==> src/hdl/lsc_pkg.sv <==
// lsc_pkg: shared constants and types for the line segment clipper.
// No dependencies; used by the interfaces and every module.
package lsc_pkg;

    localparam int COORD_BITS_DEF  = 16;
    localparam int T_FRAC_BITS_DEF = 16;
    localparam int CFG_IDX_BITS    = 4;
    localparam int NUM_BOUNDS      = 4;

    typedef enum logic [CFG_IDX_BITS-1:0] {
        REG_X_MIN = 4'd0,
        REG_X_MAX = 4'd1,
        REG_Y_MIN = 4'd2,
        REG_Y_MAX = 4'd3
    } cfg_reg_t;

endpackage

==> src/hdl/lsc_lerp.sv <==
// lsc_lerp: start + d*t scaled by 2^-T, truncated toward zero and saturated; zero when ok is low.
// Two register stages. Depends on lsc_pkg.
module lsc_lerp
    import lsc_pkg::*;
#(
    parameter int COORD_BITS  = COORD_BITS_DEF,
    parameter int T_FRAC_BITS = T_FRAC_BITS_DEF
)(
    input  logic                         clk,
    input  logic                         en,
    input  logic                         ok,
    input  logic signed [COORD_BITS-1:0] s,
    input  logic signed [COORD_BITS:0]   d,
    input  logic [T_FRAC_BITS:0]         t,
    output logic signed [COORD_BITS-1:0] result
);

    localparam int PW = COORD_BITS + T_FRAC_BITS + 3;
    localparam logic signed [PW:0] SMAX =
        (PW+1)'((64'sd1 <<< (COORD_BITS - 1)) - 64'sd1);
    localparam logic signed [PW:0] SMIN = -SMAX - (PW+1)'(1);
    localparam logic signed [PW-1:0] RND = PW'((64'sd1 <<< T_FRAC_BITS) - 64'sd1);

    logic signed [PW-1:0]         prod_reg;
    logic signed [COORD_BITS-1:0] s_reg;
    logic                         ok_reg;
    logic signed [PW-1:0]         adj;
    logic signed [PW-1:0]         shifted;
    logic signed [PW:0]           sum;
    logic signed [COORD_BITS-1:0] sat;

    always_comb
    begin
        adj     = prod_reg + (prod_reg[PW-1] ? RND : '0);
        shifted = adj >>> T_FRAC_BITS;
        sum     = {{(PW+1-COORD_BITS){s_reg[COORD_BITS-1]}}, s_reg} + {shifted[PW-1], shifted};
        if (sum > SMAX)
            sat = SMAX[COORD_BITS-1:0];
        else if (sum < SMIN)
            sat = SMIN[COORD_BITS-1:0];
        else
            sat = sum[COORD_BITS-1:0];
    end

    always_ff @(posedge clk)
    begin
        if (en)
        begin
            prod_reg <= PW'(d) * PW'($signed({1'b0, t}));
            s_reg    <= s;
            ok_reg   <= ok;
            result   <= ok_reg ? sat : '0;
        end
    end

endmodule

==> config.mk <==
export PLATFORM = sky130hd
export DESIGN_NAME = lsc_lerp
export DESIGN_NICKNAME = d
export VERILOG_FILES = /design/src/hdl/lsc_pkg.sv /design/src/hdl/lsc_lerp.sv
export SDC_FILE = /design/constraint.sdc
export NUM_CORES = 1
export LEC_CHECK = 0
export BUFFER_PORTS_ARGS = -buffer_cell sky130_fd_sc_hd__buf_4
export CAP_MARGIN = 10
export CORE_MARGIN = 2
export CORE_UTILIZATION = 55
export CTS_CLUSTER_SIZE = 25
export DETAILED_ROUTE_END_ITERATION = 6
export PLACE_DENSITY_LB_ADDON = 0.25
export SYNTH_ARGS = -nofsm -noshare
export SYNTH_HDL_FRONTEND = slang
export SYNTH_SLANG_ARGS = --single-unit
==> constraint.sdc <==
create_clock -name clk -period 9 [get_ports clk]
set_input_delay 0.9 -clock clk [delete_from_list [all_inputs] [get_ports clk]]
set_output_delay 0.9 -clock clk [all_outputs]
set_load 0.005 [all_outputs]
==> run_results.csv <==
group,metric,value,unit
drt,met3WireLength,1.49,mm
drt,drc,0,
finish,largest_reg_flops,35,
clocking,cts_hold_buf,0,
synthesis,ys_ff_latch,68,
timing,rsz0062_at_grt,"false",
synthesis,synth-edff-count,68,
synthesis,synth-compound-area-share,0.0829,
synthesis,ys_warn_count,0,
synthesis,yosys.cell_types.count,53,
drt,vias,9624,
drt,route.detailed.wl_per_inst,16.7,µm
synthesis,synth_top_area_cell,"fa_1",
critical_path,rr_startpoint,"prod_reg[34]",
clocking,cts-root-buf,"clkbuf_16",
global_routing,antenna_found_initial,0,
clocking,cts_tree,"yes",
floorplanning,fp.dieW,161,µm
finish,utilization,0.603,
clocking,cts.sinks,68,
timing,setup_viol,0,
clocking,clkLatencyLatePin,0.34,ns
finish,syn_to_final_growth,7.85,%
min_path,hp-start,"ok_reg",
timing,slew_headroom,0.378,
synthesis,syn_inst,1430,
drt,ant_nets,0,
finish,layout-drive-gt1-share,0.0784,
floorplanning,initial_utilization,0.559,
synthesis,synth_fp_nets,1871,
drt,routed_via_density,5.38,
clocking,post_cts_buffers,0,
timing,slew_viol_final,0,
synthesis,ys_async_sr_fraction,0,
timing,setup_tns,0,ns
synthesis,synth_mux_area_frac,0,
job,cap_violations,0,
clocking,numCtsBuffers,9,
placement,gp_congestion,0.885,
floorplanning,rows,57,
floorplanning,fp.dieH,161,µm
clocking,path_clk_slew,0.06,ns
finish,final_nets,1902,
critical_path,startpoint_type,"primary input",
global_routing,grt_pass1_vias,9999,
floorplanning,dieArea,26000,µm²
timing,clock_skew,0.00751,ns
global_routing,grt_pass1_wl,49.4,mm
synthesis,synth_ff_type,"edfxtp_1",
finish,antenna_cells,0,
synthesis,synth_xor_area_frac,0.0438,
timing,fmaxAchievable,150,MHz
outcome,outcome,"finished clean",
drt,wl_met1,13.0,mm
placement,dp.final_hpwl,24.2,mm
floorplanning,io-pin-count,69,
drt,drt-total-wl,29.8,mm
critical_path,cp_max_fo,17,
critical_path,crit_type,"in2reg",
clocking,cts_resized,0,
timing,finalHoldViolations,0,
critical_path,cp-end-kind,"flop",
min_path,hold_path.class,"reg2reg",
synthesis,netlist_top_cells_area,"fa_1 (33%), edfxtp_1 (15%), ha_1 (15%), inv_1 (8.3%), and2_1 (5.6%)",
timing,worstMarginPinSlew,0.926,ns
placement,port_buffers,68,
global_routing,grt_overflow,0,
clocking,cts_buffer_depth,2,
critical_path,worstPathRequired,9.08,ns
synthesis,synth_simple_gate_area_frac,0.145,
drt,drt_first_pass_iters,5,
timing,timing.final.crit_share,0.741,
drt,drtIter0Drc,566,
synthesis,synth.avg_cell_area,9.51,µm²
drt,top_layer_used,"met4",
synthesis,yosysSeqAreaShare,0.150,
synthesis,synth_area,13600,µm²
drt,wl_met2,14.7,mm
floorplanning,fp.coreArea,24300,µm²
global_routing,grt_max_degree,69,
synthesis,synth_top_area_frac,0.331,
global_routing,grt_usage,0.239,
timing,period_needed,6.67,ns
critical_path,arrival,6.75,ns
synthesis,synth_fa_ha_area_frac,0.481,
synthesis,synth_top_family_by_area,"adder cells",
critical_path,cp-startpoint,"t[13]",
clocking,h-tree-depth,3,
final cells by class:
type | count | area [µm²]
fill | 2106 | 9650
sequential | 68 | 2040
inverter | 300 | 1130
clock inverter | 7 | 123
timing repair buffer | 68 | 510
tap | 324 | 405
clock buffer | 9 | 225
multi-input combinational | 1014 | 10200
cell usage in the layout (no fill, tap or decap), drive strengths merged, types with 39 or more instances in the layout:
| master | Yosys | final |
|---|---|---|
| buf | 2 | 68 |
| xnor2 | 39 | 39 |
| edfxtp | 68 | 68 |
| a21oi | 47 | 47 |
| and2 | 121 | 121 |
| nand2 | 179 | 179 |
| o21ai | 46 | 46 |
| inv | 300 | 301 |
| ha | 163 | 163 |
| fa | 225 | 225 |
cells in the mapped netlist, types with 25 or more instances:
| cell | instances |
|---|---|
| inv_1 | 300 |
| fa_1 | 225 |
| nand2_1 | 179 |
| ha_1 | 163 |
| and2_1 | 121 |
| edfxtp_1 | 68 |
| clkbuf_1 | 45 |
| a21oi_1 | 43 |
| xnor2_1 | 39 |
| xor2_1 | 29 |
| o21ai_0 | 26 |
| nor2_1 | 25 |
cell families (layout without fill, tap and decap cells):
group           Yosys count  in the layout
flops                    68             68
fa+ha+maj               388            388
buf+inv                 348            384
xor+xnor                 68             68
simple gates            397            397
compound gates          161            161
per-stage QoR:
stage	std cells	area, µm²	hold slack, ns	setup slack (ns)
after floorplan	1430	13600	0.586	2.24
after global placement	1774	14300	0.629	2.20
after detailed placement	1774	14300	0.610	2.07
after CTS	1790	14700	0.648	2.40
after global routing	1790	14700	0.690	2.04
final	1790	14700	0.652	2.33
per-layer routing:
layer | up-vias | track usage
met2 | 260 | 0.411
met1 | 4784 | 0.323
met4 | 0 | 0.0629
met5 | - | 0
li1 | 4533 | -
met3 | 47 | 0.0275
critical path, stage by stage:
cell and delay, ns:
buf_4 0.21, nand2_1 0.11, fa_1 0.54, inv_1 0.06, fa_1 0.54, inv_1 0.05
fa_1 0.50, inv_1 0.06, fa_1 0.52, inv_1 0.04, fa_1 0.47, inv_1 0.05
fa_1 0.44, ha_1 0.36, a21oi_1 0.16, nor2_1 0.06, a211oi_1 0.28, o21ai_0 0.14
a21oi_1 0.30, a21oi_2 0.17, a221o_1 0.40, a221oi_2 0.28, xnor2_1 0.11
worst paths after layout:
check	endpoint	slack, ns	depth (start not counted)
worst min register to register	result[15]	0.65	1
worst min-delay path	result[15]	0.65	1
worst max-delay path	prod_reg[32]	2.33	23
worst max register to register	result[3]	2.85	19
Power is not shown: default switching activity piles up to over one toggle a cycle in this logic, so the estimate is an artifact.
