[config.mk]
export PLATFORM = sky130hd
export DESIGN_NAME = lsc_div_cell
export DESIGN_NICKNAME = d
export VERILOG_FILES = /design/src/hdl/lsc_pkg.sv /design/src/hdl/lsc_div_cell.sv
export SDC_FILE = /design/constraint.sdc
export NUM_CORES = 1
export LEC_CHECK = 0
export BUFFER_PORTS_ARGS = -buffer_cell sky130_fd_sc_hd__buf_4
export CORE_ASPECT_RATIO = 0.5
export CORE_MARGIN = 2
export CORE_UTILIZATION = 40
export CTS_CLUSTER_SIZE = 25
export DETAILED_ROUTE_END_ITERATION = 10
export PLACE_DENSITY = 0.76
export SLEW_MARGIN = 20
export SYNTH_ARGS = -nofsm -noshare
export SYNTH_HDL_FRONTEND = slang
export SYNTH_SLANG_ARGS = --single-unit
export TNS_END_PERCENT = 1
[constraint.sdc]
create_clock -name clk -period 6.6 [get_ports clk]
set_clock_uncertainty 0.1 [all_clocks]
set_input_delay 1.65 -clock clk [delete_from_list [all_inputs] [get_ports clk]]
set_output_delay 1.65 -clock clk [all_outputs]
set_load 0.01 [all_outputs]
[src/hdl/lsc_pkg.sv]
// lsc_pkg: shared constants and types for the line segment clipper.
// No dependencies; used by the interfaces and every module.
package lsc_pkg;

    localparam int COORD_BITS_DEF  = 16;
    localparam int T_FRAC_BITS_DEF = 16;
    localparam int CFG_IDX_BITS    = 4;
    localparam int NUM_BOUNDS      = 4;

    typedef enum logic [CFG_IDX_BITS-1:0] {
        REG_X_MIN = 4'd0,
        REG_X_MAX = 4'd1,
        REG_Y_MIN = 4'd2,
        REG_Y_MAX = 4'd3
    } cfg_reg_t;

endpackage

[src/hdl/lsc_div_cell.sv]
// lsc_div_cell: one restoring-division step, producing one quotient bit per cycle in which en is high.
// Depends on lsc_pkg; chained by line_segment_clipper_core.
module lsc_div_cell
    import lsc_pkg::*;
#(
    parameter int SW = COORD_BITS_DEF + 3,
    parameter int QW = T_FRAC_BITS_DEF + 2
)(
    input  logic          clk,
    input  logic          en,
    input  logic [SW-1:0] rem_in,
    input  logic [SW-1:0] div_in,
    input  logic [QW-1:0] quo_in,
    input  logic          neg_in,
    input  logic          big_in,
    output logic [SW-1:0] rem_out,
    output logic [SW-1:0] div_out,
    output logic [QW-1:0] quo_out,
    output logic          neg_out,
    output logic          big_out
);

    logic          take;
    logic [SW-1:0] diff;

    assign take = rem_in >= div_in;
    assign diff = take ? rem_in - div_in : rem_in;

    always_ff @(posedge clk)
    begin
        if (en)
        begin
            rem_out <= {diff[SW-2:0], 1'b0};
            div_out <= div_in;
            quo_out <= {quo_in[QW-2:0], take};
            neg_out <= neg_in;
            big_out <= big_in;
        end
    end

endmodule

==> results.sh, run 1 <==
export IMPL_finalHoldViolations=0
export IMPL_die_h_um=65.7
export IMPL_pre_cts_ws_ns=2.16
export IMPL_cts_max_level=3
export IMPL_internal_power_uw=899
export IMPL_synth_cells=226
export IMPL_placedCellCount=432
export IMPL_portBuffers=115
export IMPL_io_pins=118
export IMPL_async_reset_ff_share_pct=0
export IMPL_setup_tns_ns=0
export IMPL_cpMaxStageDelayCell="a21oi_4"
export IMPL_switching_share_pct=23.8
export IMPL_cts_tree="built"
export IMPL_finalWorstSetupSlack_ns=2.44
export IMPL_cts_sinks=57
export IMPL_layout_cells_non_filler=447
export IMPL_pwr_share_clk_pct=40.3
export IMPL_min_path_type="input port to flip-flop"
export IMPL_die_area_um2=8370
export IMPL_antenna_left=0
export IMPL_pwr_share_seq_pct=38.4
export IMPL_drt_iter0_drc=170
export IMPL_crit_type="input port to flip-flop"
export IMPL_yosysUniqueCellTypes=44
export IMPL_antenna_found_initial=0
export IMPL_use_met1_pct=18.8
export IMPL_synth_top_area_share_pct=56.2
export IMPL_fmax_mhz=240
export IMPL_ys_ff_latch=57
export IMPL_rsz0062_at_grt="no"
export IMPL_cts_buffer_depth=2
export IMPL_hpwlAfterDp_um=5140
export IMPL_grtUsageMet3_pct=6.51
export IMPL_hold_start="quo_in[15]"
export IMPL_ys_flop_type="edfxtp_1"
export IMPL_clkTransAtPathRegs_ns=0.05
export IMPL_fin_crit_sh_pct=63.0
export IMPL_vias=2264
export IMPL_max_cap_violations=0
export IMPL_layout_drive_gt1_share_pct=43.0
export IMPL_min_period_ns=4.16
export IMPL_initial_core_util_pct=41.4
export IMPL_path_cells="buf_4 -> ha_1 -> a21oi_1 -> o21ai_0 -> a211oi_2 -> o31ai_4 -> a21oi_4 -> mux2_2"
export IMPL_hold_path_end="quo_out[16]$_DFFE_PP_"
export IMPL_dr_pass1_iters=5
export IMPL_synthTopCellsByArea="edfxtp_1, ha_1, mux2_4"
export IMPL_core_region_area_um2=7350
export IMPL_diodes=0
export IMPL_root_buffer="clkbuf_16"
export IMPL_routed_wirelength_um=6940
export IMPL_holdPathStages=1
export IMPL_pwr_share_comb_pct=21.3
export IMPL_areaGrowthSynthToFinish_pct=40.8
export IMPL_syn_nets=306
export IMPL_grt_ovfl_total=0
export IMPL_peakVddDrop_mv=0.156
export IMPL_grt_start_max_net_pins=58
export IMPL_avgSynthCellArea_um2=13.5
export IMPL_fillers=582
export IMPL_grt_pass1_vias=2211
export IMPL_crit_buf_inv=1
export IMPL_fp_row_count=22
export IMPL_cts_buffers=9
export IMPL_cp_max_fo=19
export IMPL_wire_per_inst_um=15.5
export IMPL_synth_area_um2=3050
export IMPL_grt_pass1_wl_um=10700
export IMPL_crit_family="compound AO/OA/AOI/OAI gates"
export IMPL_gp_congestion=1.00
export IMPL_gr_max_usage_layer="met2"
export IMPL_worst_pin_slew_ns=0.766
export IMPL_route_detailed_drc=0
export IMPL_synth_warnings=0
export IMPL_p_leak_uw=0.00195
export IMPL_die_width_um=127
export IMPL_setup_violations_final=0
export IMPL_cts_hold_buf=0
export IMPL_maxSlewHeadroom_pct=48.8
export IMPL_cp_start_kind="input port"
export IMPL_track_usage_pct=17.3
export IMPL_grt_use_met2_pct=30.7
export IMPL_cp_required_ns=6.57
export IMPL_viasPerCell=5.06
export IMPL_p_switching_uw=281
export IMPL_ys_seq_area_share_pct=56.2
export IMPL_endpoint_kind="flip-flop"
export IMPL_cts_setup_buffers=0
export IMPL_fin_nets=427
export IMPL_power_density_nw_per_um2=275
export IMPL_arrival_ns=4.13
export IMPL_critPathMaxStageDelay_ns=0.64
export IMPL_synth_top_area_cell="edfxtp_1"
export IMPL_power_uw=1180
export IMPL_status="complete, no violations"
export IMPL_synth_enable_flop_cells=57
export IMPL_drv_slew=0
export IMPL_cts_resized=0
-- worst max path at each step --
| stage | endpoint | from | slack (ns) | cells past startpoint |
|---|---|---|---|---|
| after floorplan | rem_out[17]$_DFFE_PP_ | rem_in[0] | 2.59 | 10 |
| after global placement | rem_out[6]$_DFFE_PP_ | rem_in[10] | 2.24 | 8 |
| after detailed placement | rem_out[5]$_DFFE_PP_ | rem_in[10] | 2.16 | 8 |
| after CTS | rem_out[7]$_DFFE_PP_ | rem_in[10] | 2.49 | 8 |
| after global routing | rem_out[5]$_DFFE_PP_ | rem_in[10] | 2.31 | 8 |
| final | rem_out[6]$_DFFE_PP_ | rem_in[10] | 2.44 | 8 |
-- metrics by stage --
| step | util, % | hold WS, ns | cell area [um^2] |
|---|---|---|---|
| floorplan | - | 1.65 | 3050 |
| global placement | 54.2 | 1.73 | 3990 |
| detailed placement | 54.2 | 1.73 | 3990 |
| CTS | 58.3 | 1.38 | 4290 |
| global route | 58.3 | 1.37 | 4290 |
| finish | 58.3 | 1.40 | 4290 |
-- layout make-up --
type / instances / area, um^2 / area share [%]
flip-flops and latches: 57 / 1710 / 39.9
multi-input cells: 140 / 1200 / 28.0
repair buffers: 115 / 863 / 20.1
clock buffers: 11 / 233 / 5.43
well taps: 96 / 120 / 2.80
inverters: 24 / 90.1 / 2.10
clock inverters: 4 / 68.8 / 1.60
-- power by group through the flow --
stage,clock (uW),combinational [uW],sequential (uW)
detailed placement,0,251,461
global placement,0,243,459
CTS,487,252,454
finish,475,252,453
floorplan,0,121,480
global route,509,272,456
-- Yosys cell counts, drive strengths merged (4+ instances only) --
cell type,count
xor2,8
a21oi,13
inv,24
nand2,15
xnor2,8
and3,4
a21o,10
o21ai,7
nor2,6
edfxtp,57
ha,19
mux2,16
buf,5
nand4,4
-- metal layers --
metal	share of wire [%]	up-vias	wire, um
li1	-	1086	-
met1	40	1081	2760
met2	52	87	3610
met3	6.6	10	460
met4	1.6	0	113
met5	0	-	0
-- registers in the layout, summed over array words and instances, names as in the netlist --
name,cells
neg_out,1
quo_out,18
rem_out,18
div_out,19
big_out,1
-- layout by cell type (no fill, tap or decap), drive strengths merged, types with 3 or more instances in the layout --
cell type	count
xnor2	8
o21ai	7
mux2	16
ha	19
a21oi	13
nand4	4
and3	4
nor2	6
a21o	10
buf	115
nand2	15
edfxtp	57
a31oi	3
o31ai	3
clkbuf	11
xor2	8
inv	24
-- cells by family (layout without fill, tap and decap cells) --
logic type	count (synthesis)	in the layout	share of synthesized area (%)
other cells	1	1	0.123
mux	18	18	7.44
fa+ha+maj	20	20	8.46
simple gates	35	35	6.33
flops	57	57	56.2
buf+inv	29	154	4.36
compound gates	50	50	12.5
xor+xnor	16	16	4.60
Power figures use the tool's default switching activity.
==> inputs of run 2 (changes only) <==
--- a/config.mk
+++ b/config.mk
@@ -11,7 +11,7 @@
 export CORE_UTILIZATION = 40
 export CTS_CLUSTER_SIZE = 25
 export DETAILED_ROUTE_END_ITERATION = 10
-export PLACE_DENSITY = 0.76
+export PLACE_DENSITY = 0.78
 export SLEW_MARGIN = 20
 export SYNTH_ARGS = -nofsm -noshare
 export SYNTH_HDL_FRONTEND = slang
==> constraint.sdc (replaced) <==
create_clock -name clk -period 3.7 [get_ports clk]
set_clock_uncertainty 0.1 [all_clocks]
set_input_delay 0.925 -clock clk [delete_from_list [all_inputs] [get_ports clk]]
set_output_delay 0.925 -clock clk [all_outputs]
set_load 0.01 [all_outputs]
==> run 2 against run 1 <==
Compared with the run above: sequential cell count is the same; routed wire length grew 4.6%; worst hold slack lost 0.73 ns; via count grew 0.80%; worst setup slack lost 2.1 ns; cell area grew 1.8%; utilization grew 1.0 points; count of clock-buffer cells in the layout shrank 2; total power grew 92%; largest power group unchanged.
==> results.sh, run 2 (synthesis gave the netlist of run 1 again) <==
export IMPL_dr_pass1_iters=4
export IMPL_final_common_cell="buf_4"
export IMPL_grt_use_met2_pct=32.2
export IMPL_die_h_um=65.7
export IMPL_worst_pin_slew_ns=0.758
export IMPL_cts_setup_buffers=0
export IMPL_portBuffers=115
export IMPL_status="complete, no violations"
export IMPL_internal_power_uw=1750
export IMPL_critPathMaxStageDelay_ns=0.40
export IMPL_grt_start_max_net_pins=58
export IMPL_grt_pass1_vias=2353
export IMPL_clkTransAtPathRegs_ns=0.05
export IMPL_min_path_type="input port to flip-flop"
export IMPL_drv_slew=0
export IMPL_grt_ovfl_total=0
export IMPL_viasPerCell=5.08
export IMPL_multiInputGateArea_um2=1200
export IMPL_crit_family="compound AO/OA/AOI/OAI gates"
export IMPL_whs_ns=0.671
export IMPL_grt_pass1_wl_um=11300
export IMPL_fp_row_count=22
export IMPL_cts_max_level=3
export IMPL_fin_nets=428
export IMPL_pwr_share_clk_pct=44.1
export IMPL_antenna_left=0
export IMPL_gr_max_usage_layer="met2"
export IMPL_endpoint_kind="flip-flop"
export IMPL_cts_resized=0
export IMPL_power_density_nw_per_um2=519
export IMPL_finalWorstSetupSlack_ns=0.385
export IMPL_root_buffer="clkbuf_16"
export IMPL_route_detailed_drc=0
export IMPL_cpMaxStageDelayCell="fa_1"
export IMPL_initial_core_util_pct=41.4
export IMPL_setup_violations_final=0
export IMPL_wire_per_inst_um=16.2
export IMPL_top_register="div_out"
export IMPL_cts_buffer_depth=2
export IMPL_p_switching_uw=521
export IMPL_dpl_instance_area_um2=4010
export IMPL_drt_iter0_drc=132
export IMPL_fin_crit_sh_pct=89.6
export IMPL_finalHoldViolations=0
export IMPL_switching_share_pct=23.0
export IMPL_crit_type="input port to flip-flop"
export IMPL_peakVddDrop_mv=0.245
export IMPL_cts_sinks=57
export IMPL_use_met1_pct=19.7
export IMPL_antenna_found_initial=0
export IMPL_hold_start="quo_in[12]"
export IMPL_fmax_mhz=302
export IMPL_vias=2282
export IMPL_areaGrowthSynthToFinish_pct=43.3
export IMPL_min_period_ns=3.31
export IMPL_die_width_um=127
export IMPL_maxSlewHeadroom_pct=49.4
export IMPL_fillers=593
export IMPL_cpMostUsedCell="inv_1"
export IMPL_arrival_ns=3.29
export IMPL_top_regs="div_out x19, quo_out x18, rem_out x18"
export IMPL_rsz0062_at_grt="no"
export IMPL_cts_tree="built"
export IMPL_hpwlAfterDp_um=5160
export IMPL_largest_reg_flops=19
export IMPL_regArea_um2=1710
export IMPL_gp_congestion=0.993
export IMPL_crit_path_start="rem_in[0]"
export IMPL_cts_buffers=9
export IMPL_routed_wirelength_um=7260
export IMPL_layout_drive_gt1_share_pct=43.6
export IMPL_p_leak_uw=0.00198
export IMPL_cts_hold_buf=0
export IMPL_crit_buf_inv=3
export IMPL_grtUsageMet3_pct=6.35
export IMPL_fin_util_pct=59.4
export IMPL_setup_tns_ns=0
export IMPL_cp_required_ns=3.68
export IMPL_track_usage_pct=18.0
export IMPL_die_area_um2=8370
export IMPL_cp_max_fo=4
export IMPL_pre_cts_ws_ns=0.0775
export IMPL_core_region_area_um2=7350
export IMPL_fin_area_um2=4360
export IMPL_most_common_layout_cells="buf_4, edfxtp_1, inv_1"
export IMPL_io_pins=118
export IMPL_pwr_share_seq_pct=35.7
export IMPL_path_cells="buf_4 -> inv_1 -> ha_1 -> inv_1 -> fa_1 -> a21o_1 -> a211o_1 -> a31o_1 -> a31oi_1 -> xnor2_1 -> mux2_4"
export IMPL_pwr_share_comb_pct=20.2
export IMPL_max_cap_violations=0
export IMPL_cp_start_kind="input port"
export IMPL_diodes=0
run 2: cell types whose count changed in the layout (fill, tap and decap cells not counted), sizes merged:
cell	before	now
bufinv	2	4
clkbuf	11	9
buf	115	116
clkinv	2	3
run 2: power groups by stage:
stage               combinational [uW]  clock [uW]  sequential [uW]
global placement                   440           0              819
global route                       496        1050              815
CTS                                458        1020              811
finish                             457        1000              810
floorplan                          217           0              856
detailed placement                 453           0              822
run 2: worst paths after layout:
| kind | end | slack (ns) | depth (start not counted) |
|---|---|---|---|
| worst max-delay path | rem_out[13]$_DFFE_PP_ | 0.39 | 11 |
| worst min-delay path | quo_out[13]$_DFFE_PP_ | 0.67 | 1 |
run 2: area by class of cell:
class / instances / area share (%)
inverters: 24 / 2.06
multi-input cells: 140 / 27.5
well taps: 96 / 2.75
repair buffers: 116 / 20.2
clock inverters: 7 / 3.04
flip-flops and latches: 57 / 39.2
clock buffers: 9 / 5.16
run 2: routing by layer:
| layer | vias up | routed length [um] | part of all wire, % |
|---|---|---|---|
| li1 | 1088 | - | - |
| met1 | 1093 | 2920 | 40 |
| met2 | 88 | 3780 | 52 |
| met3 | 13 | 453 | 6.2 |
| met4 | 0 | 112 | 1.5 |
| met5 | - | 0 | 0 |
run 2: metrics by stage:
step | power [uW] | instances
global placement | 1260 | 433
finish | 2270 | 449
CTS | 2290 | 449
global route | 2360 | 449
detailed placement | 1280 | 433
floorplan | 1070 | 226
